==> src/rtl/fie_pkg.sv <==
// Shared widths and types for the force index block.
`default_nettype none

package fie_pkg;

  localparam int PRICE_W  = 31;
  localparam int VOL_W    = 31;
  localparam int FORCE_W  = 64;
  localparam int PERIOD_W = 16;
  localparam int PMAG_W   = PRICE_W + VOL_W;

  // One classified bar on its way from the front end to the back end.
  typedef struct packed {
    logic               first;
    logic               neg;
    logic [PRICE_W-1:0] dmag;
    logic [VOL_W-1:0]   vol;
  } bar_req_t;

  // Status of the smoothing configuration.
  typedef struct packed {
    logic busy;
    logic bypass;
  } cfg_stat_t;

endpackage

`default_nettype wire

==> src/rtl/fie_queue.sv <==
// Two-entry request queue between the front and back ends.
`default_nettype none

module fie_queue (
  input  wire logic               clk,
  input  wire logic               rst_n,
  input  wire logic               push_valid,
  output logic                    push_ready,
  input  wire fie_pkg::bar_req_t  push_item,
  output logic                    pop_valid,
  input  wire logic               pop_ready,
  output fie_pkg::bar_req_t       pop_item
);

  fie_pkg::bar_req_t mem_r [2];
  logic              wr_ptr_r, wr_ptr_nxt;
  logic              rd_ptr_r, rd_ptr_nxt;
  logic [1:0]        cnt_r, cnt_nxt;
  logic              do_push, do_pop;

  assign push_ready = (cnt_r != 2'd2);
  assign pop_valid  = (cnt_r != 2'd0);
  assign pop_item   = mem_r[rd_ptr_r];
  assign do_push    = push_valid && push_ready;
  assign do_pop     = pop_valid && pop_ready;

  always_comb begin
    wr_ptr_nxt = do_push ? !wr_ptr_r : wr_ptr_r;
    rd_ptr_nxt = do_pop  ? !rd_ptr_r : rd_ptr_r;
    cnt_nxt    = cnt_r + 2'(do_push) - 2'(do_pop);
  end

  always_ff @(posedge clk) begin
    if (!rst_n) begin
      wr_ptr_r <= 1'b0;
      rd_ptr_r <= 1'b0;
      cnt_r    <= 2'd0;
    end else begin
      wr_ptr_r <= wr_ptr_nxt;
      rd_ptr_r <= rd_ptr_nxt;
      cnt_r    <= cnt_nxt;
    end
  end

  always_ff @(posedge clk) begin
    if (do_push) begin
      mem_r[wr_ptr_r] <= push_item;
    end
  end

endmodule

`default_nettype wire

==> config.mk <==
export PLATFORM = sky130hd
export DESIGN_NAME = fie_queue
export DESIGN_NICKNAME = d
export VERILOG_FILES = /design/src/rtl/fie_pkg.sv /design/src/rtl/fie_queue.sv
export SDC_FILE = /design/constraint.sdc
export NUM_CORES = 1
export LEC_CHECK = 0
export ABC_AREA = 1
export BUFFER_PORTS_ARGS = -buffer_cell sky130_fd_sc_hd__buf_2
export CAP_MARGIN = 30
export CORE_UTILIZATION = 50
export CTS_CLUSTER_SIZE = 16
export DETAILED_ROUTE_END_ITERATION = 10
export PLACE_DENSITY = 0.83
export SLEW_MARGIN = 20
export SYNTH_ARGS = -nofsm -noshare
export SYNTH_HDL_FRONTEND = slang
export SYNTH_SLANG_ARGS = --single-unit
export TNS_END_PERCENT = 100
==> constraint.sdc <==
create_clock -name clk -period 9.87 [get_ports clk]
set_clock_uncertainty 0.05 [all_clocks]
set_input_delay 0.987 -clock clk [delete_from_list [all_inputs] [get_ports clk]]
set_output_delay 0.987 -clock clk [all_outputs]
set_load 0.05 [all_outputs]
### Word-level counts from Yosys, hierarchy flattened

Memory sizes are Yosys's and may differ from the RTL's. A register that Yosys moved wholly into a read port is not among the register bits.
Cells that the tools add are included.

* add/sub/neg operators: 2
* equal/unequal tests: 1
* muxes and demuxes: 4
* reductions and logical operators: 5

Operators by type and width (count)
* 1-bit 2-to-1 mux: 4
* 2-bit by 1-bit adder with 2-bit output: 1
* 1-bit logical AND: 2
* 1-bit logical NOT: 2
* 2-bit != test (second input constant): 1
* 2-bit nonzero test: 1
* 2-bit by 1-bit subtractor with 2-bit output: 1

* register bits after elaboration: 4
* RAM bits: 128
* input bits: 68
* output and inout port bits: 66
* word-level logic and storage cells: 16
* memories kept: 1

Memory list
* mem_r: depth 2, bits a word 64, rd ports 1, clocked after Yosys merged registers in 1, write ports 1, line fie_queue.sv:15 `fie_pkg::bar_req_t mem_r [2];`

### Longest topological paths before layout

* depth after elaboration: 4
* mapped depth: 11
* mapped depth without buffers: 11

### Least setup slack after synthesis

Ideal clock, no wire load.

* kind: input-to-reg
* start point: input push_valid
* end point: memory mem_r[1][0] (netlist bit) (enable)
* library setup time: 0.488 ns
* data arrival time: 3.867 ns
* setup slack: 5.465 ns
* stages: 2
* buffers on the path: 0
* cells stage by stage: nand2_1 -> nor2_1

* longest elaborated chain between the ends: 3

Ends and longest elaborated chain
* start: declaration: line fie_queue.sv:7 `input wire logic push_valid,`
* 1-bit logical AND: line fie_queue.sv:24 `assign do_push = push_valid && push_ready;`
* 1-bit 2-to-1 mux: line fie_queue.sv:46 `if (do_push) begin`
* 1-bit 2-to-1 mux (not written as such): line fie_queue.sv:47 `mem_r[wr_ptr_r] <= push_item;`
* end: declaration: line fie_queue.sv:15

No other way between the ends.

==> results_dict.tcl <==
set metrics [dict create \
    outcome "finished clean" \
    design_area_sq_mm 0.006543 \
    cp-start-kind "register" \
    via_per_inst 4.786 \
    std_cell_rows 36 \
    maxCapViolCount 0 \
    critical_path.slowest_cell "dfxtp_4" \
    setup_viol 0 \
    antenna_found_initial 0 \
    synth_area_leaders "edfxtp_1 (75%), mux2_4 (17%), buf_12 (2.3%)" \
    nets 452 \
    syn_avg_cell_area_sq_um 21.94 \
    clock-root-buffer "clkbuf_8" \
    gp_congestion 0.6696 \
    core_sq_mm 0.009864 \
    switching_share 0.3420 \
    grt_pass1_wl_um 12880 \
    cts-htree-levels 4 \
    pwr-share-clk 0.315 \
    intPower_mw 1.361 \
    synth_cells 235 \
    cellPowerDensity_mw_per_mm2 316.1 \
    antenna_cells 0 \
    setup_tns_ps 0 \
    comb_power_share 0.318 \
    ys_ff_latch 133 \
    fin_crit_sh 0.3177 \
    grt_max_degree 50 \
    tightest_slew_ps 807.8 \
    leakage_nw 2.608 \
    firstDrtPassIters 4 \
    end_kind "primary output" \
    remaining_drc_errors 0 \
    ir_drop_v 0.0001780 \
    ys_warn_count 0 \
    setup.worst_path.class "register to primary output" \
    hp-class "register to register" \
    utilization 0.6632 \
    die_w_um 103.6 \
    numCtsBuffers 17 \
    die_y_um 103.6 \
    netlist_area_sq_mm 0.005156 \
    slew_headroom 0.4602 \
    postCtsSetupRepairBufs 0 \
    drtIter0Drc 74 \
    placed_area_sq_mm 0.005918 \
    gr-usage-met3 0.06042 \
    drive_gt1_frac 0.5884 \
    grt.overflow.total 0 \
    die_area_sq_mm 0.01072 \
    met1_usage 0.1827 \
    synth_top_area_frac 0.7455 \
    hold_buffers 0 \
    arrival_ps 2100 \
    power_mw 2.068 \
    synthMuxAreaShare 0.1835 \
    worstPathCellList "buf_16 > mux2_2 > buf_2" \
    hpwl_um 5408 \
    cts_resized 0 \
    drv_slew 0 \
    first_global_vias 2623 \
    max_freq_mhz 318.9 \
    hp-start "rd_ptr_r$_SDFFE_PN0P_" \
    period_needed_ps 3136 \
    ys_seq_area_frac 0.7649 \
    port_buffers 133 \
    cts_max_path_buffers 2 \
    whs_ps 451.3 \
    synthesis.nets 304 \
    clock-sinks 133 \
    power_frac_seq 0.366 \
    synth_compound_area_frac 0.0009706 \
    synth_xor_area_frac 0.001699 \
    yosysTopAreaCell "edfxtp_1" \
    post_drt_wl_per_cell_um 15.50 \
    worstPathRequired_ps 8830 \
    synthSimpleGateAreaFrac 0.01602 \
    grt_use_total 0.1609 \
    path_max_fanout 39 \
    synth_top_family_by_area "multiplexers" \
    clkTransAtPathRegs_ps 60 \
    cpPeakStageDelay_ps 660 \
    ios 134 \
    synthAdderAreaFrac 0.002427 \
    wl_um 8202 \
    ys_types 14 \
    initial_core_util 0.5227 \
    grt_use_met2 0.2665 \
    route.vias.total 2532 \
    finalHoldViolations 0 \
    cts_tree "built" \
    timing.rr.start "cnt_r[0]$_SDFF_PN0_" \
    rsz0062_at_grt "false" \
    busiest_layer "met2" \
    ant_nets 0 \
    power.switching_mw 0.7072 \
    clk_latency_ps 510 \
    area_growth_pct 26.89 \
]
## sequential cells by signal, indices dropped and copies added (netlist names), named ones only
register / count
wr_ptr_r: 1
mem_r: 128
rd_ptr_r: 1
cnt_r: 2
## Yosys cell counts
library cell  count
edfxtp_1        128
mux2_4           60
nand2_1          11
nor2_1            8
inv_1             7
buf_12            6
dfxtp_1           5
mux2_2            4
a21oi_1           1
buf_6             1
ha_1              1
nand3_1           1
nor2_2            1
xnor2_1           1
## path summary, 6_finish.rpt
| check | endpoint | slack (ps) | cells after the start |
|---|---|---|---|
| max | pop_item[2] | 6730 | 3 |
| min reg2reg | register | 450 | 2 |
| min | register | 450 | 2 |
| max reg2reg | mem_r[0][55]$_DFFE_PP_ | 7490 | 5 |
## area by class of cell
class / instances / area (sq um)
well taps: 133 / 166.4
inverters: 7 / 26.28
multi-input cells: 88 / 1070
repair buffers: 136 / 708.2
clock buffers: 17 / 414.1
fillers: 676 / 3322
clock inverters: 15 / 210.2
flip-flops and latches: 133 / 3948
## power groups by stage
stage	Combinational (mW)	Clock, mW	Sequential (mW)
after global routing	0.689	0.689	0.766
after floorplan	0.582	0	0.752
after global placement	0.629	0	0.790
final	0.658	0.652	0.758
after detailed placement	0.665	0	0.772
after CTS	0.665	0.665	0.760
## critical path, delay by kind of cell (launching register included)
kind                   cells  cell delay, ps
flip-flops                 1             660
buffers and inverters      2             540
multiplexers               1             370
## layout by cell type, fill, tap and decap left out, types with 2 or more instances in the layout
master,n
clkbuf_16,16
clkinv_1,3
buf_2,133
buf_4,2
nor2_4,2
clkinv_2,2
nor2_1,6
clkinvlp_4,4
dfxtp_1,4
bufinv_16,5
mux2_2,4
inv_1,7
mux2_4,60
nand2_1,11
edfxtp_1,128
## metrics by stage
step                worst slack (ps)  cells
detailed placement              6858    497
finish                          6734    529
CTS                             6668    529
global route                    6631    529
global placement                6945    496
floorplan                       5465    235
## routing by layer
metal | share of wire | vias up
li1 | - | 1204
met1 | 0.40 | 1207
met2 | 0.51 | 102
met3 | 0.073 | 19
met4 | 0.020 | 0
met5 | 0 | -
## cells by family (layout without fill, tap and decap cells)
group	count (synthesis)	after routing
AND/OR/NAND/NOR	21	21
flip-flops	133	133
adder cells (fa/ha/maj)	1	1
buffers and inverters	14	175
multiplexers	64	64
XOR/XNOR	1	1
AO/OA/AOI/OAI	1	1
No activity file was read; power rests on OpenSTA's default activity.
