==> src/rtl/fie_pkg.sv <==
// Shared widths and types for the force index block.
`default_nettype none

package fie_pkg;

  localparam int PRICE_W  = 31;
  localparam int VOL_W    = 31;
  localparam int FORCE_W  = 64;
  localparam int PERIOD_W = 16;
  localparam int PMAG_W   = PRICE_W + VOL_W;

  // One classified bar on its way from the front end to the back end.
  typedef struct packed {
    logic               first;
    logic               neg;
    logic [PRICE_W-1:0] dmag;
    logic [VOL_W-1:0]   vol;
  } bar_req_t;

  // Status of the smoothing configuration.
  typedef struct packed {
    logic busy;
    logic bypass;
  } cfg_stat_t;

endpackage

`default_nettype wire

==> src/rtl/fie_ifs.sv <==
// Channel interfaces: bar requests, force results and the period write port.
`default_nettype none

interface fie_bar_if;
  logic                         valid;
  logic                         ready;
  logic [fie_pkg::PRICE_W-1:0]  close_price;
  logic [fie_pkg::VOL_W-1:0]    bar_volume;
  modport source (output valid, close_price, bar_volume, input ready);
  modport sink   (input valid, close_price, bar_volume, output ready);
endinterface


`default_nettype wire

==> src/rtl/fie_front.sv <==
// Front end: takes bars, keeps the previous close and classifies each bar.
`default_nettype none

module fie_front (
  input  wire logic                clk,
  input  wire logic                rst_n,
  fie_bar_if.sink                  in_bar,
  input  wire fie_pkg::cfg_stat_t  stat,
  input  wire logic                push_ready,
  output logic                     push_valid,
  output fie_pkg::bar_req_t        push_item
);

  logic [fie_pkg::PRICE_W-1:0] last_close_r, last_close_nxt;
  logic                        have_last_r, have_last_nxt;
  logic                        take;

  // no bars while the divider is refreshing alpha
  assign in_bar.ready = push_ready && !stat.busy;
  assign push_valid   = in_bar.valid && !stat.busy;
  assign take         = in_bar.valid && in_bar.ready;

  always_comb begin
    push_item.first = !have_last_r;
    push_item.neg   = (in_bar.close_price < last_close_r);
    push_item.dmag  = push_item.neg ? (last_close_r - in_bar.close_price)
                                    : (in_bar.close_price - last_close_r);
    push_item.vol   = in_bar.bar_volume;
  end

  always_comb begin
    last_close_nxt = last_close_r;
    have_last_nxt  = have_last_r;
    if (take) begin
      last_close_nxt = in_bar.close_price;
      have_last_nxt  = 1'b1;
    end
  end

  always_ff @(posedge clk) begin
    if (!rst_n) begin
      last_close_r <= '0;
      have_last_r  <= 1'b0;
    end else begin
      last_close_r <= last_close_nxt;
      have_last_r  <= have_last_nxt;
    end
  end

endmodule

`default_nettype wire

==> src/flat_wrapper.sv <==
// flat-port wrapper written by rule: the top's interface ports become plain ports
module fie_front_flat 
  (clk, rst_n, stat, push_ready, push_valid, push_item, in_bar_valid, in_bar_close_price, in_bar_bar_volume, in_bar_ready);
  fie_bar_if in_bar_i ();
  input  wire logic clk;
  input  wire logic rst_n;
  input  wire fie_pkg::cfg_stat_t stat;
  input  wire logic push_ready;
  output logic push_valid;
  output fie_pkg::bar_req_t push_item;
  input wire logic [$bits(in_bar_i.valid)-1:0] in_bar_valid;
  input wire logic [$bits(in_bar_i.close_price)-1:0] in_bar_close_price;
  input wire logic [$bits(in_bar_i.bar_volume)-1:0] in_bar_bar_volume;
  output wire logic [$bits(in_bar_i.ready)-1:0] in_bar_ready;
  assign in_bar_i.valid = in_bar_valid;
  assign in_bar_i.close_price = in_bar_close_price;
  assign in_bar_i.bar_volume = in_bar_bar_volume;
  assign in_bar_ready = in_bar_i.ready;
  fie_front u_core (.clk(clk), .rst_n(rst_n), .in_bar(in_bar_i), .stat(stat), .push_ready(push_ready), .push_valid(push_valid), .push_item(push_item));
endmodule
==> config.mk <==
export PLATFORM = sky130hd
export DESIGN_NAME = fie_front_flat
export DESIGN_NICKNAME = d
export VERILOG_FILES = /design/src/rtl/fie_pkg.sv /design/src/rtl/fie_ifs.sv /design/src/rtl/fie_front.sv /design/src/flat_wrapper.sv
export SDC_FILE = /design/constraint.sdc
export NUM_CORES = 1
export LEC_CHECK = 0
export BUFFER_PORTS_ARGS = -buffer_cell sky130_fd_sc_hd__buf_2
export CAP_MARGIN = 25
export CORE_UTILIZATION = 29
export CTS_CLUSTER_DIAMETER = 40
export DETAILED_ROUTE_END_ITERATION = 8
export HOLD_SLACK_MARGIN = 0.02
export PLACE_DENSITY = 0.48
export SKIP_CTS_REPAIR_TIMING = 1
export SLEW_MARGIN = 30
export SYNTH_ARGS = -nofsm -noshare
export SYNTH_HDL_FRONTEND = slang
export SYNTH_SLANG_ARGS = --single-unit
==> constraint.sdc <==
create_clock -name clk -period 3.6 [get_ports clk]
set_clock_uncertainty 0.15 [all_clocks]
set_input_delay 0.54 -clock clk [delete_from_list [all_inputs] [get_ports clk]]
set_output_delay 0.54 -clock clk [all_outputs]
set_load 0.03 [all_outputs]
# == After elaboration in Yosys (flattened, before gate mapping) ==
# Cells that the tools add are included.
# word_totals
regBits,32
word_cells,11
output_inout_bits,66
inputBits,68
# classes
n_lt_le_gt_ge,1
muxes,1
addsub,2
reduce_logical,5
# op_table
cell,n
subtractor 31 bit,2
< comparator 31 bit,1
two-way mux 31 bit,1
logical AND 1 bit,3
logical NOT 1 bit,2

# == Longest topological paths before layout ==
# logic_depth
word_depth,3
mapped_depth,14
depth_no_buf,12

# == Worst setup path before layout ==
# OpenSTA, ideal clock, no wires.
# synth_timing
path_kind,input to output
from,input in_bar_close_price[27]
to,output push_item[32] in the netlist's numbering
cell_stages,12
n_path_buf,3
required_ns,2.910
slack_ns,-0.314
t_arrival_ns,3.224
path_cell_list,inv_1 ha_1 buf_2 nand4_4 or2_0 or4_1 nand3_1 a21o_4 inv_2 buf_6 buf_2 o21ai_0
# synth_rtl
item,line,source
start: declaration,flat_wrapper.sv:12,input wire logic [$bits(in_bar_i.close_price)-1:0] in_bar_close_price;
end: declaration,flat_wrapper.sv:10,output fie_pkg::bar_req_t push_item;

==> flow_metrics.tcl <==
set metrics [dict create \
    insertion_delay_ns 0.29 \
    final_max_slew_viol_count 0 \
    cap_violations 0 \
    antenna_cells 0 \
    fin_crit_ns 3.86 \
    row_count 47 \
    io_buffers 70 \
    crit_required_ns 2.91 \
    die-area_sq_mm 0.0175 \
    arrival_ns 3.17 \
    vias 5540 \
    ys_ff_latch 32 \
    fin_setup_tns_ns -4.15 \
    first_pass_iters 5 \
    yosysTopAreaCell "ha_1" \
    layout.nets 1024 \
    syn_inst 694 \
    clockBufferDepth 2 \
    drt_iter0_drc 252 \
    crit_type "primary input to output pin" \
    synth_edf_count 0 \
    crit_path_end_kind "output pin" \
    ir_drop_v 0.000171 \
    r2r-start "u_core.last_close_r[29]$_SDFFE_PN0P_" \
    post-route-cell-area_sq_mm 0.00787 \
    stdcell_count 1114 \
    seq_area_frac_synth_pct 13.0 \
    numCtsBuffers 5 \
    grt_pass1_wl_um 27700 \
    yosysWarnings 0 \
    die_h_um 132 \
    min_from "u_core.have_last_r$_SDFFE_PN0P_" \
    layout-drive-gt1-share_pct 44.4 \
    cts.sinks 32 \
    area_growth_syn_to_layout_pct 59.4 \
    p_leak_nw 3.52 \
    power.density_mw_per_mm2 283 \
    syn_area_per_cell_sq_um 7.11 \
    violations "setup timing" \
    hold_depth 2 \
    routed_wl_um 17800 \
    grt-ovfl-total 0 \
    hold_path_end "u_core.have_last_r$_SDFFE_PN0P_" \
    synth.top_cells.by_area "ha_1 15%, dfxtp_1 13%, nand2_1 7.6%" \
    hold_viol_final 0 \
    post-route-util_pct 47.4 \
    clk_pin_slew_ns 0.06 \
    r2r_slack_ns 2.67 \
    hold_ws_ns 0.321 \
    yosysUniqueCellTypes 68 \
    antenna_found_initial 0 \
    routabilityCongestion 0.908 \
    timing.final.crit_share_pct 107 \
    ant_nets 0 \
    start_util_pct 29.7 \
    grt_pass1_vias 5574 \
    routed_via_density 4.97 \
    synthArstFlopShare_pct 0 \
    worstPathMaxFanout 5 \
    dp_hpwl_um 14000 \
    slew_headroom_pct 52.8 \
    status "finished with violations" \
    postPlaceCellArea_sq_mm 0.00672 \
    synthFlopType "dfxtp_1" \
    h-tree-depth 2 \
    synth.top_cell.area_share_pct 15.5 \
    setup_viol 29 \
    cts_tree "built" \
    rsz0062_at_grt "yes" \
    startpoint_type "primary input" \
    wire_per_inst_um 16.0 \
    synth_area_sq_mm 0.00493 \
    nFillCells 1685 \
    fmax_mhz 259 \
    core_sq_mm 0.0166 \
    grt.total_usage_pct 19.6 \
    die_w_um 132 \
    grt_max_degree 33 \
    drcViolationCount 0 \
    worstMarginPinSlew_ns 0.706 \
    cts_root_buf "clkbuf_16" \
    rr_worst_depth 3 \
    place_inst 1095 \
    reg2reg_to "u_core.last_close_r[29]$_SDFFE_PN0P_" \
    hold_path_class "flop to flop" \
    setup_ws_ns -0.258 \
    syn_nets 825 \
    io_pins 134 \
]
[metal layers]
layer	GRT usage (%)	routed length, um
met5	0	0
met4	3.90	268
met3	3.10	758
met2	34.9	8820
met1	24.8	7920
[synthesized netlist by cell type (all sizes together) (3+ instances only)]
| cell type | count |
|---|---|
| xnor2 | 21 |
| dfxtp | 32 |
| o21a | 12 |
| a21oi | 55 |
| o311ai | 4 |
| nand4 | 8 |
| a211oi | 6 |
| a21boi | 33 |
| clkbuf | 20 |
| nor2 | 24 |
| or3 | 5 |
| o21bai | 5 |
| o211ai | 8 |
| nor4 | 7 |
| ha | 61 |
| nand3 | 11 |
| a21o | 33 |
| buf | 46 |
| xor2 | 8 |
| a221oi | 3 |
| nor2b | 6 |
| o31ai | 3 |
| o21ai | 34 |
| mux2i | 9 |
| and3 | 4 |
| or2 | 4 |
| nand2b | 3 |
| a31oi | 4 |
| and2 | 4 |
| o22ai | 4 |
| nor3 | 7 |
| inv | 78 |
| nand2 | 100 |
[report_power, final]
part           switching, W  total, W  internal, W
combinational      0.000707   0.00134     0.000633
sequential        0.0000119  0.000378     0.000366
clock              0.000186  0.000512     0.000326
[cells by family after synthesis]
group           count (synthesis)  share of synthesized area [%]
buf+inv                       144                           14.1
xor+xnor                       29                           5.15
compound gates                221                           30.5
fa+ha+maj                      63                           16.3
simple gates                  194                           18.8
flops                          32                           13.0
mux                            11                           2.28
[state kept, by name (all words and copies together), names as in the netlist]
register             count
u_core.last_close_r     31
u_core.have_last_r       1
[final cells by class]
| cell class | instances | area [sq um] | share of cell area [%] |
|---|---|---|---|
| Sequential cell | 32 | 648 | 8.24 |
| Inverter | 78 | 303 | 3.85 |
| Clock buffer | 6 | 129 | 1.64 |
| Timing Repair Buffer | 258 | 1980 | 25.1 |
| Multi-Input combinational cell | 518 | 4500 | 57.2 |
| Clock inverter | 2 | 35.0 | 0.445 |
| Tap cell | 220 | 275 | 3.50 |
[placed cells by master, fill, tap and decap left out, types with 22 or more instances in the layout]
cell      synthesis  routed
a21o_1           32      32
a21boi_0         33      32
inv_1            77      70
nor2_1           24      22
a21oi_1          55      43
buf_6             2      26
dfxtp_1          32      28
nand2_1         100      99
buf_4            33     184
buf_2            11      39
ha_1             61      39
[critical path, stage by stage]
cell and delay [ns]:
buf_8 0.08, inv_4 0.03, ha_4 0.26, buf_6 0.11, nor2_4 0.03, a211o_1 0.30
a32o_2 0.29, o311ai_4 0.33, a21o_4 0.22, inv_6 0.05, buf_6 0.12, or3_1 0.35
o21ai_1 0.10, xnor2_1 0.15, buf_4 0.19
[through the flow]
stage / setup slack (ns) / total power [W]
after floorplan: 0.00391 / 0.00113
after global placement: -0.438 / 0.00148
after detailed placement: -0.447 / 0.00148
after CTS: -0.457 / 0.00201
after global routing: -0.349 / 0.00235
final: -0.258 / 0.00223
[worst max-delay path by stage]
stage | startpoint | to
floorplan | in_bar_close_price[1] | push_item[52]
global placement | in_bar_close_price[0] | push_item[59]
detailed placement | in_bar_close_price[0] | push_item[59]
CTS | in_bar_close_price[0] | push_item[59]
global route | in_bar_close_price[2] | push_item[40]
finish | in_bar_close_price[2] | push_item[40]
Note: power is estimated with default switching activity, not from simulation.
