File: src/rtl/fie_pkg.sv
// Shared widths and types for the force index block.
`default_nettype none

package fie_pkg;

  localparam int PRICE_W  = 31;
  localparam int VOL_W    = 31;
  localparam int FORCE_W  = 64;
  localparam int PERIOD_W = 16;
  localparam int PMAG_W   = PRICE_W + VOL_W;

  // One classified bar on its way from the front end to the back end.
  typedef struct packed {
    logic               first;
    logic               neg;
    logic [PRICE_W-1:0] dmag;
    logic [VOL_W-1:0]   vol;
  } bar_req_t;

  // Status of the smoothing configuration.
  typedef struct packed {
    logic busy;
    logic bypass;
  } cfg_stat_t;

endpackage

`default_nettype wire

File: src/rtl/fie_ifs.sv
// Channel interfaces: bar requests, force results and the period write port.
`default_nettype none


interface fie_cfg_if;
  logic                          valid;
  logic                          ready;
  logic [fie_pkg::PERIOD_W-1:0]  smoothing_period;
  modport source (output valid, smoothing_period, input ready);
  modport sink   (input valid, smoothing_period, output ready);
endinterface

`default_nettype wire

File: src/rtl/fie_alpha_div.sv
// Period register and restoring divider for alpha = 2/(period+1).
`default_nettype none

module fie_alpha_div #(
  parameter int ALPHA_FRAC_BITS = 16
) (
  input  wire logic              clk,
  input  wire logic              rst_n,
  fie_cfg_if.sink                cfg_wr,
  output fie_pkg::cfg_stat_t     stat,
  output logic [ALPHA_FRAC_BITS:0] alpha
);

  localparam int AW = ALPHA_FRAC_BITS + 1;
  localparam int NW = (ALPHA_FRAC_BITS + 2 > fie_pkg::PERIOD_W + 1) ?
                      ALPHA_FRAC_BITS + 2 : fie_pkg::PERIOD_W + 1;
  localparam int DW = fie_pkg::PERIOD_W + 1;
  localparam int CW = $clog2(NW + 1);

  logic [fie_pkg::PERIOD_W-1:0] period_r, period_nxt;
  logic                         busy_r, busy_nxt;
  logic [CW-1:0]                cnt_r, cnt_nxt;
  logic [NW-1:0]                quot_r, quot_nxt;   // numerator shifts out, quotient in
  logic [DW-1:0]                rem_r, rem_nxt;
  logic [DW-1:0]                den_r, den_nxt;

  logic [DW-1:0] den_c;
  logic [DW:0]   rem_sh;
  logic          ge;

  assign cfg_wr.ready = !busy_r;
  assign stat.busy    = busy_r;
  assign stat.bypass  = (period_r <= fie_pkg::PERIOD_W'(1));
  assign alpha        = quot_r[AW-1:0];

  assign den_c  = {1'b0, cfg_wr.smoothing_period} + DW'(1);
  assign rem_sh = {rem_r, quot_r[NW-1]};
  assign ge     = (rem_sh >= {1'b0, den_r});

  always_comb begin
    period_nxt = period_r;
    busy_nxt   = busy_r;
    cnt_nxt    = cnt_r;
    quot_nxt   = quot_r;
    rem_nxt    = rem_r;
    den_nxt    = den_r;
    if (cfg_wr.valid && cfg_wr.ready) begin
      period_nxt = cfg_wr.smoothing_period;
      busy_nxt   = 1'b1;
      cnt_nxt    = CW'(NW);
      den_nxt    = den_c;
      rem_nxt    = '0;
      // rounded to nearest: (2 << F) + den/2
      quot_nxt   = (NW'(1) << (ALPHA_FRAC_BITS + 1)) + NW'(den_c[DW-1:1]);
    end else if (busy_r) begin
      rem_nxt  = ge ? DW'(rem_sh - {1'b0, den_r}) : rem_sh[DW-1:0];
      quot_nxt = {quot_r[NW-2:0], ge};
      cnt_nxt  = cnt_r - CW'(1);
      if (cnt_r == CW'(1)) begin
        busy_nxt = 1'b0;
      end
    end
  end

  always_ff @(posedge clk) begin
    if (!rst_n) begin
      period_r <= fie_pkg::PERIOD_W'(1);
      busy_r   <= 1'b0;
      cnt_r    <= '0;
    end else begin
      period_r <= period_nxt;
      busy_r   <= busy_nxt;
      cnt_r    <= cnt_nxt;
    end
  end

  always_ff @(posedge clk) begin
    quot_r <= quot_nxt;
    rem_r  <= rem_nxt;
    den_r  <= den_nxt;
  end

endmodule

`default_nettype wire

File: src/flat_wrapper.sv
// flat-port wrapper written by rule: the top's interface ports become plain ports
module fie_alpha_div_flat 
#(
  parameter int ALPHA_FRAC_BITS = 16
)
  (clk, rst_n, stat, alpha, cfg_wr_valid, cfg_wr_smoothing_period, cfg_wr_ready);
  fie_cfg_if cfg_wr_i ();
  input  wire logic clk;
  input  wire logic rst_n;
  output fie_pkg::cfg_stat_t stat;
  output logic [ALPHA_FRAC_BITS:0] alpha;
  input wire logic [$bits(cfg_wr_i.valid)-1:0] cfg_wr_valid;
  input wire logic [$bits(cfg_wr_i.smoothing_period)-1:0] cfg_wr_smoothing_period;
  output wire logic [$bits(cfg_wr_i.ready)-1:0] cfg_wr_ready;
  assign cfg_wr_i.valid = cfg_wr_valid;
  assign cfg_wr_i.smoothing_period = cfg_wr_smoothing_period;
  assign cfg_wr_ready = cfg_wr_i.ready;
  fie_alpha_div #(.ALPHA_FRAC_BITS(ALPHA_FRAC_BITS)) u_core (.clk(clk), .rst_n(rst_n), .cfg_wr(cfg_wr_i), .stat(stat), .alpha(alpha));
endmodule
File: config.mk
export PLATFORM = sky130hd
export DESIGN_NAME = fie_alpha_div_flat
export DESIGN_NICKNAME = d
export VERILOG_FILES = /design/src/rtl/fie_pkg.sv /design/src/rtl/fie_ifs.sv /design/src/rtl/fie_alpha_div.sv /design/src/flat_wrapper.sv
export SDC_FILE = /design/constraint.sdc
export NUM_CORES = 1
export LEC_CHECK = 0
export ABC_AREA = 1
export BUFFER_PORTS_ARGS = -buffer_cell sky130_fd_sc_hd__buf_2
export CAP_MARGIN = 20
export CORE_ASPECT_RATIO = 1.5
export CORE_MARGIN = 1
export CORE_UTILIZATION = 45
export DETAILED_ROUTE_END_ITERATION = 10
export GPL_TIMING_DRIVEN = 0
export PLACE_DENSITY = 0.63
export SLEW_MARGIN = 20
export SYNTH_ARGS = -nofsm -noshare
export SYNTH_HDL_FRONTEND = slang
export SYNTH_SLANG_ARGS = --single-unit
File: constraint.sdc
create_clock -name clk -period 1.9 [get_ports clk]
set_input_delay 0 -clock clk [delete_from_list [all_inputs] [get_ports clk]]
set_output_delay 0 -clock clk [all_outputs]
set_load 0.005 [all_outputs]
### Word-level counts from Yosys, hierarchy flattened

Cells that the tools add are included.

* $add $sub $neg: 4
* bitwise logic cells: 1
* reductions and logical operators: 4
* equality and inequality tests: 1
* order comparisons: 2
* muxes and demuxes: 8

Operators with widths (number)
* $mux 18: 2
* $add 18x16->18 const A: 1
* $ge 18x17->1: 1
* $add 16x1->17 const B: 1
* $mux 17: 1
* $sub 17x17->17: 1
* $le 16x1->1 const B: 1
* $mux 5: 2
* $eq 5x1->1 const B: 1
* $sub 5x1->5 const B: 1
* $mux 1: 3
* $reduce_bool 2->1: 1
* $reduce_or 2->1: 1
* $logic_and 1x1->1: 1
* $logic_not 1->1: 1
* $not 1->1: 1

* register bits: 74
* input bits: 19
* word-level logic and storage cells: 27

### Depth between registers and ports, before layout

Gate-level depths: netlist (run 1).

* depth after elaboration: 4
* depth in mapped cells: 15

### Worst setup path after synthesis (run 1)

OpenSTA, ideal clock, no wires.

* kind: register to register
* start point: register u_core.quot_r[17]
* end point: register u_core.rem_r[3]
* slack: 71 ps
* path buffers: 1
* library setup time: 143 ps
* arrival time: 1686 ps
* cell stages (with the launch flop): 12
* required time: 1757 ps
* clock period less this slack: 1829 ps
* cell sequence: edfxtp_1 -> inv_1 -> ha_1 -> inv_1 -> fa_1 -> nand3_1 -> nand3_2 -> nand2_2 -> buf_4 -> nand3_1 -> nand3_1 -> o21ai_0

* longest elaborated chain between the ends: 2
* elaborated cells between the ends (all ways): 3
* classes of those cells: add/sub (1); order compare (1); mux (1)

RTL lines
* from (decl): line fie_alpha_div.sv:23 `logic [NW-1:0] quot_r, quot_nxt;`
* from (signal assigned): line fie_alpha_div.sv:78 `quot_r <= quot_nxt;`
* $sub 17x17->17 or $ge 18x17->1 (tied branches): line fie_alpha_div.sv:56, fie_alpha_div.sv:38
* $mux 17 *: line fie_alpha_div.sv:56 `rem_nxt = ge ? DW'(rem_sh - {1'b0, den_r}) : rem_sh[DW-1:0];`
* to (signal assigned): line fie_alpha_div.sv:79 `rem_r <= rem_nxt;`
* to (decl): line fie_alpha_div.sv:24 `logic [DW-1:0] rem_r, rem_nxt;`

Mark *: on every way between the ends. The rest lies on a longest branch, timed or not.
A chain may end at the register's enable or synchronous reset.

### Worst setup path in the final report (run 1)

* start point: register u_core.den_r[15]
* end point: register u_core.rem_r[12]

* longest elaborated chain between the ends: 2

RTL lines
* from (decl): line fie_alpha_div.sv:25 `logic [DW-1:0] den_r, den_nxt;`
* from (signal assigned): line fie_alpha_div.sv:80 `den_r <= den_nxt;`
* $ge 18x17->1: line fie_alpha_div.sv:38 `assign ge = (rem_sh >= {1'b0, den_r});`
* $mux 17: line fie_alpha_div.sv:56

No other way between the ends.

==> results.sh, run 1 <==
export IMPL_outcome="complete, but fails checks"
export IMPL_violations="setup timing"
export IMPL_required_ps=2180
export IMPL_grt_met2_usage=0.4315
export IMPL_cts_max_level=3
export IMPL_drt_pass1_iterations=5
export IMPL_met3_usage=0.03564
export IMPL_synth_top_area_frac=0.2297
export IMPL_cellLeakagePower_nw=2.921
export IMPL_place_congestion=0.8929
export IMPL_drt_iter0_markers=206
export IMPL_grt_pass1_wl_um=18920
export IMPL_final_cell_area_sq_mm=0.006171
export IMPL_cts_sinks=73
export IMPL_ys_seq_area_frac=0.3960
export IMPL_cts_tree="built"
export IMPL_layout_drive_gt1_share=0.3385
export IMPL_synthTopCellsByArea="edfxtp_1 23%, dfxtp_1 17%, nand2_1 15%"
export IMPL_setup_viol_count_final=2
export IMPL_power_total_mw=7.971
export IMPL_grt_total_usage=0.2285
export IMPL_endpoint="u_core.rem_r[12]"
export IMPL_synth_most_common_cell="nand2_1"
export IMPL_yosysWarnings=0
export IMPL_antenna_found_initial=0
export IMPL_design_die_area_sq_mm=0.01058
export IMPL_clock_path_buffers=2
export IMPL_critPathLaunch="u_core.den_r[15]"
export IMPL_synth_top_area_cell="edfxtp_1"
export IMPL_die_w_um=84.34
export IMPL_path_clk_slew_ps=60
export IMPL_hp_class="input port to flop"
export IMPL_reg2reg_from="u_core.den_r[15]"
export IMPL_arrival_ps=2220
export IMPL_drcViolationCount=0
export IMPL_row_count=44
export IMPL_clock_latency_ps=330
export IMPL_setup_tns_ps=-51.26
export IMPL_worst_pin_slew_ps=621.3
export IMPL_port_buffers=38
export IMPL_ff2ff_path_depth=14
export IMPL_vias_per_cell=5.183
export IMPL_avgSynthCellArea_sq_um=7.477
export IMPL_synth_nets=652
export IMPL_grt_busiest_layer="met2"
export IMPL_start_kind="flop"
export IMPL_drv_cap=0
export IMPL_die_y_um=125.5
export IMPL_overflow=0
export IMPL_design_core_area_sq_mm=0.009799
export IMPL_finalWorstSetupSlack_ps=-37.81
export IMPL_syn_cell_area_sq_mm=0.004576
export IMPL_achievable_frequency_ghz=0.5160
export IMPL_fin_skew_ps=9.068
export IMPL_dp_slack_ps=-233.0
export IMPL_wl_um=12570
export IMPL_rsz0062_at_grt="yes"
export IMPL_drv_slew=0
export IMPL_synth_edf_count=35
export IMPL_ys_seq_elements=73
export IMPL_worstSetupPathType="flop to flop"
export IMPL_yosys_top_cells_count="179 x nand2_1, 84 x inv_1, 49 x nor2_1, 43 x nand3_1, 38 x dfxtp_1"
export IMPL_grt_met1_usage=0.2340
export IMPL_area_growth_pct=34.86
export IMPL_grt_pass1_vias=4141
export IMPL_finalCriticalPeriod_ps=1938
export IMPL_dp_hpwl_um=8481
export IMPL_cts_root_buffer="clkbuf_16"
export IMPL_dpl_cell_area_sq_mm=0.004910
export IMPL_powerDensity_mw_per_mm2=1292
export IMPL_synth_main_ff_cell="dfxtp_1"
export IMPL_cts_buffers=9
export IMPL_io_pins=39
export IMPL_cp_end_kind="flop"
export IMPL_num_vias=4240
export IMPL_finalNetCount=738
export IMPL_max_slew_margin=0.5853
export IMPL_regToRegEndpoint="u_core.rem_r[12]"
export IMPL_start_util=0.4669
export IMPL_r2r_slack_ps=-40
export IMPL_period_share=1.020
export IMPL_diodes=0
export IMPL_ys_async_sr_fraction=0
export IMPL_synth_distinct_cells=43
export IMPL_path_max_fanout=7
export IMPL_grt_max_degree=27
export IMPL_ir_drop_mv=0.5785
export IMPL_wire_per_inst_um=15.37
export IMPL_hold_viol=0
export IMPL_netlist_instances=612
export IMPL_ant_nets=0
-- metal layers --
| metal | routed length [um] | vias to the layer above | part of all wire |
|---|---|---|---|
| li1 | - | 2095 | - |
| met1 | 4694 | 1973 | 0.37 |
| met2 | 6837 | 126 | 0.54 |
| met3 | 438 | 46 | 0.035 |
| met4 | 602 | 0 | 0.048 |
| met5 | 0 | - | 0 |
-- how the worst min path moves through the flow --
stage | start | to | slack [ps] | depth (start not counted)
after CTS | rst_n | u_core.period_r[3] | 0.7 | 3
final | cfg_wr_smoothing_period[15] | u_core.period_r[15] | 10 | 3
after floorplan | cfg_wr_smoothing_period[0] | u_core.den_r[0] | 130 | 1
after global routing | rst_n | u_core.period_r[5] | 20 | 3
after detailed placement | cfg_wr_smoothing_period[14] | u_core.period_r[14] | 280 | 3
after global placement | cfg_wr_smoothing_period[0] | u_core.den_r[0] | 280 | 2
-- final cells by class --
type | count | area, sq um
Timing Repair inverter | 1 | 7.507
Fill cell | 816 | 3628
Tap cell | 115 | 143.9
Clock inverter | 6 | 57.56
Multi-Input combinational cell | 416 | 2736
Clock buffer | 10 | 239.0
Sequential cell | 73 | 1812
Buffer | 33 | 251.5
Inverter | 90 | 347.8
Timing Repair Buffer | 74 | 575.6
-- power breakdown --
part,switching [mW],internal (mW)
Combinational,2.24,1.84
Sequential,0.254,1.95
Clock,0.649,1.04
-- cells by family (layout without fill, tap and decap cells) --
family / Yosys count / after routing / share of synthesized area
compound gates: 52 / 52 / 0.06126
fa+ha+maj: 21 / 21 / 0.05906
simple gates: 323 / 323 / 0.3175
buf+inv: 123 / 214 / 0.1230
flops: 73 / 73 / 0.3960
xor+xnor: 20 / 20 / 0.04320
-- sequential cells by signal, indices dropped and copies added (netlist names) --
name	flops
u_core.cnt_r	5
u_core.quot_r	18
u_core.rem_r	17
u_core.busy_r	1
u_core.period_r	15
u_core.den_r	17
-- worst max-delay path: stages, from the launching register on --
cell,delay [ps]
edfxtp_1,400
inv_2,90
ha_4,220
nand2_4,60
inv_2,40
nand2_2,90
nor2_4,50
nand2_2,50
nand2_2,70
nor2_4,260
nand2_8,130
clkbuf_16,190
nand2_1,90
nand3_2,80
nand2_1,70
-- repair_timing --
| action | CTS | global route |
|---|---|---|
| endpoints found under the hold margin | 12 | 0 |
| hold buffers | 16 | 0 |
| cloned | 3 | 2 |
| setup endpoints to repair | 36 | 31 |
| pin swaps | 12 | 42 |
| buffers inserted | 5 | 11 |
| resized for setup | 34 | 121 |
-- cells in the final DEF (no fill, tap or decap), types with 5 or more instances in the layout --
master	synthesis	layout
nor3_1	6	6
nand2_1	179	151
inv_2	3	27
nand3b_1	7	7
nand2_4	1	12
buf_2	3	41
dfxtp_1	38	38
xor2_1	12	12
nand3_1	43	27
nor2_4	4	9
nand3_2	2	16
nor2_2	8	9
inv_1	84	60
o21ai_0	22	17
clkbuf_16	0	11
ha_4	0	17
nand2_2	8	23
o21ai_1	2	7
buf_4	20	32
edfxtp_1	35	35
a21oi_1	21	17
dlygate4sd3_1	0	16
nor2_1	49	43
clkinvlp_4	0	5
-- through the flow --
step | cells | hold WS (ps) | util
floorplan | 612 | 131.5 | -
global placement | 765 | 279.6 | 0.5010
detailed placement | 765 | 279.7 | 0.5010
CTS | 805 | 0.6617 | 0.5655
global route | 818 | 16.43 | 0.6297
finish | 818 | 9.840 | 0.6297
Note: power is estimated with default switching activity, not from simulation.
==> inputs of run 2 (changes only) <==
--- a/config.mk
+++ b/config.mk
@@ -10,10 +10,10 @@
 export CAP_MARGIN = 20
 export CORE_ASPECT_RATIO = 1.5
 export CORE_MARGIN = 1
-export CORE_UTILIZATION = 45
+export CORE_UTILIZATION = 54
 export DETAILED_ROUTE_END_ITERATION = 10
 export GPL_TIMING_DRIVEN = 0
-export PLACE_DENSITY = 0.63
+export PLACE_DENSITY = 0.74
 export SLEW_MARGIN = 20
 export SYNTH_ARGS = -nofsm -noshare
 export SYNTH_HDL_FRONTEND = slang
==> run 2 against run 1 <==
  * The flow still finishes with violations (setup timing)
  * Non-clock buffer count rose by 1
  * Sequential cell count did not move
  * Critical path type unchanged
  * Critical path depth did not move
  * Sequential power barely moved
  * Combinational power fell by 5.1%
  * Utilization rose by 10 points
  * Largest cell class unchanged
  * Via count rose by 3.5%
  * Die area fell by 16%
  * Register-to-register slack barely moved
  * Sequential share of layout area rose by 1.1 points
==> results.sh, run 2 (synthesis results as in run 1) <==
export IMPL_largest_register="u_core.quot_r"
export IMPL_finalNetCount=739
export IMPL_start_kind="flop"
export IMPL_start_util=0.5644
export IMPL_diodes=0
export IMPL_hp_class="input port to flop"
export IMPL_drt_pass1_iterations=5
export IMPL_drv_slew=0
export IMPL_achievable_frequency_ghz=0.5153
export IMPL_overflow=0
export IMPL_cts_tree="built"
export IMPL_hold_viol=0
export IMPL_antenna_found_initial=0
export IMPL_design_core_area_sq_mm=0.008108
export IMPL_worst_pin_slew_ps=634.3
export IMPL_drcViolationCount=0
export IMPL_worstSetupPathType="flop to flop"
export IMPL_fin_cells=809
export IMPL_grt_pass1_wl_um=18260
export IMPL_fin_skew_ps=10.97
export IMPL_seq_power_share=0.289
export IMPL_final_common_cell="nand2_1"
export IMPL_path_depth=14
export IMPL_layout_common_cells="162 x nand2_1, 62 x inv_1, 45 x nor2_1, 43 x buf_2, 38 x buf_4"
export IMPL_wire_per_inst_um=15.68
export IMPL_drt_iter0_markers=320
export IMPL_required_ps=2150
export IMPL_cp_end_kind="flop"
export IMPL_hold_ws_ps=10.37
export IMPL_cts_buffers=9
export IMPL_reg_largest_list="u_core.quot_r x18, u_core.den_r x17, u_core.rem_r x17"
export IMPL_power_internal_mw=4.575
export IMPL_comb_power_share=0.506
export IMPL_dpl_cell_area_sq_mm=0.004897
export IMPL_die_w_um=77.16
export IMPL_path_max_fanout=2
export IMPL_max_slew_margin=0.5767
export IMPL_place_inst=755
export IMPL_dp_hpwl_um=8004
export IMPL_powerDensity_mw_per_mm2=1288
export IMPL_cellLeakagePower_nw=2.830
export IMPL_violations="setup timing"
export IMPL_grt_max_degree=27
export IMPL_grt_total_usage=0.2689
export IMPL_die_y_um=114.7
export IMPL_grt_pass1_vias=4134
export IMPL_layout_drive_gt1_share=0.3125
export IMPL_port_buffers=38
export IMPL_io_pins=39
export IMPL_place_congestion=0.9892
export IMPL_vias_per_cell=5.424
export IMPL_cts_max_level=3
export IMPL_path_common_cell="buf_4"
export IMPL_power_switching_mw=3.086
export IMPL_drv_cap=0
export IMPL_path_clk_slew_ps=60
export IMPL_largest_reg_flops=18
export IMPL_crit_slowest_cell="edfxtp_1"
export IMPL_slowest_delay_ps=340
export IMPL_num_vias=4388
export IMPL_cts_root_buffer="clkbuf_16"
export IMPL_finalWorstSetupSlack_ps=-40.54
export IMPL_final_cell_area_sq_mm=0.005947
export IMPL_finalCriticalPeriod_ps=1941
export IMPL_swShare=0.4029
export IMPL_ir_drop_mv=0.7801
export IMPL_design_die_area_sq_mm=0.008853
export IMPL_clock_path_buffers=2
export IMPL_period_share=1.021
export IMPL_wl_um=12680
export IMPL_p_clk_frac=0.206
export IMPL_arrival_ps=2190
export IMPL_area_growth_pct=29.97
export IMPL_crit_buf_inv=11
export IMPL_outcome="complete, but fails checks"
export IMPL_holdPathStages=3
export IMPL_setup_viol_count_final=5
export IMPL_path_delay_family="buffers and inverters"
export IMPL_rsz0062_at_grt="yes"
export IMPL_setup_tns_ps=-98.53
export IMPL_ff2ff_path_depth=14
export IMPL_cts_sinks=73
export IMPL_utilization=0.7335
export IMPL_row_count=40
export IMPL_critical_path_cell_chain="inv_2 -> buf_4 -> buf_4 -> buf_4 -> buf_4 -> buf_4 -> buf_4 -> buf_4 -> buf_4 -> buf_4 -> buf_4 -> nand3_2 -> nand3_2 -> o21ai_1"
export IMPL_clock_latency_ps=340
export IMPL_ant_nets=0
## run 2: layout make-up
type                       count  area [sq um]
multi-input combinational    416          2589
fill                         606          2161
sequential                    73          1813
timing repair buffer          75         540.5
inverter                      90         350.3
buffer                        33         244.0
clock buffer                   9         225.2
tap                          105         131.4
clock inverter                 7         46.29
timing repair inverter         1         7.507
## run 2: repair_timing
| action | in CTS | in global routing |
|---|---|---|
| endpoints found under the hold margin | 12 | 0 |
| endpoints found under the setup margin | 36 | 29 |
| hold buffers | 12 | 0 |
| setup buffers | 14 | 8 |
| cloned | 2 | 3 |
| pin swaps | 9 | 25 |
| gates resized for setup | 23 | 83 |
## run 2: power groups by stage
stage / Clock (mW) / Sequential (mW) / Combinational, mW
global route: 1.64 / 2.24 / 4.18
detailed placement: 0 / 2.15 / 2.63
CTS: 1.57 / 2.12 / 2.86
finish: 1.58 / 2.21 / 3.87
floorplan: 0 / 2.10 / 2.09
global placement: 0 / 2.14 / 2.60
## run 2: final timing paths
| kind | startpoint | end | slack [ps] |
|---|---|---|---|
| worst max-delay path | u_core.quot_r[17] | u_core.rem_r[0] | -40 |
| worst min-delay path | cfg_wr_smoothing_period[5] | u_core.period_r[5] | 10 |
| worst max register to register | u_core.quot_r[17] | u_core.rem_r[0] | -40 |
| worst min register to register | u_core.cnt_r[4] | u_core.cnt_r[4] | 490 |
## run 2: metrics by stage
step	setup WS, ps	total power, mW
3_3_place_gp	-183.5	4.742
6_report	-40.54	7.661
4_1_cts	-67.97	6.552
3_5_place_dp	-246.8	4.787
5_1_grt	-126.5	8.056
2_1_floorplan	71.06	4.183
## run 2: routing by layer
metal,part of all wire,global-route usage
met1,0.38,0.2714
met2,0.51,0.5080
met3,0.051,0.04762
met4,0.062,0.1648
met5,0,0
## run 2: worst register-to-register path, stage by stage (launching register included)
cell      delay, ps
edfxtp_1        340
inv_2            60
buf_4           130
buf_4           120
buf_4           130
buf_4           130
buf_4           120
buf_4           120
buf_4           120
buf_4           120
buf_4           130
buf_4           130
nand3_2          70
nand3_2          60
o21ai_1          90
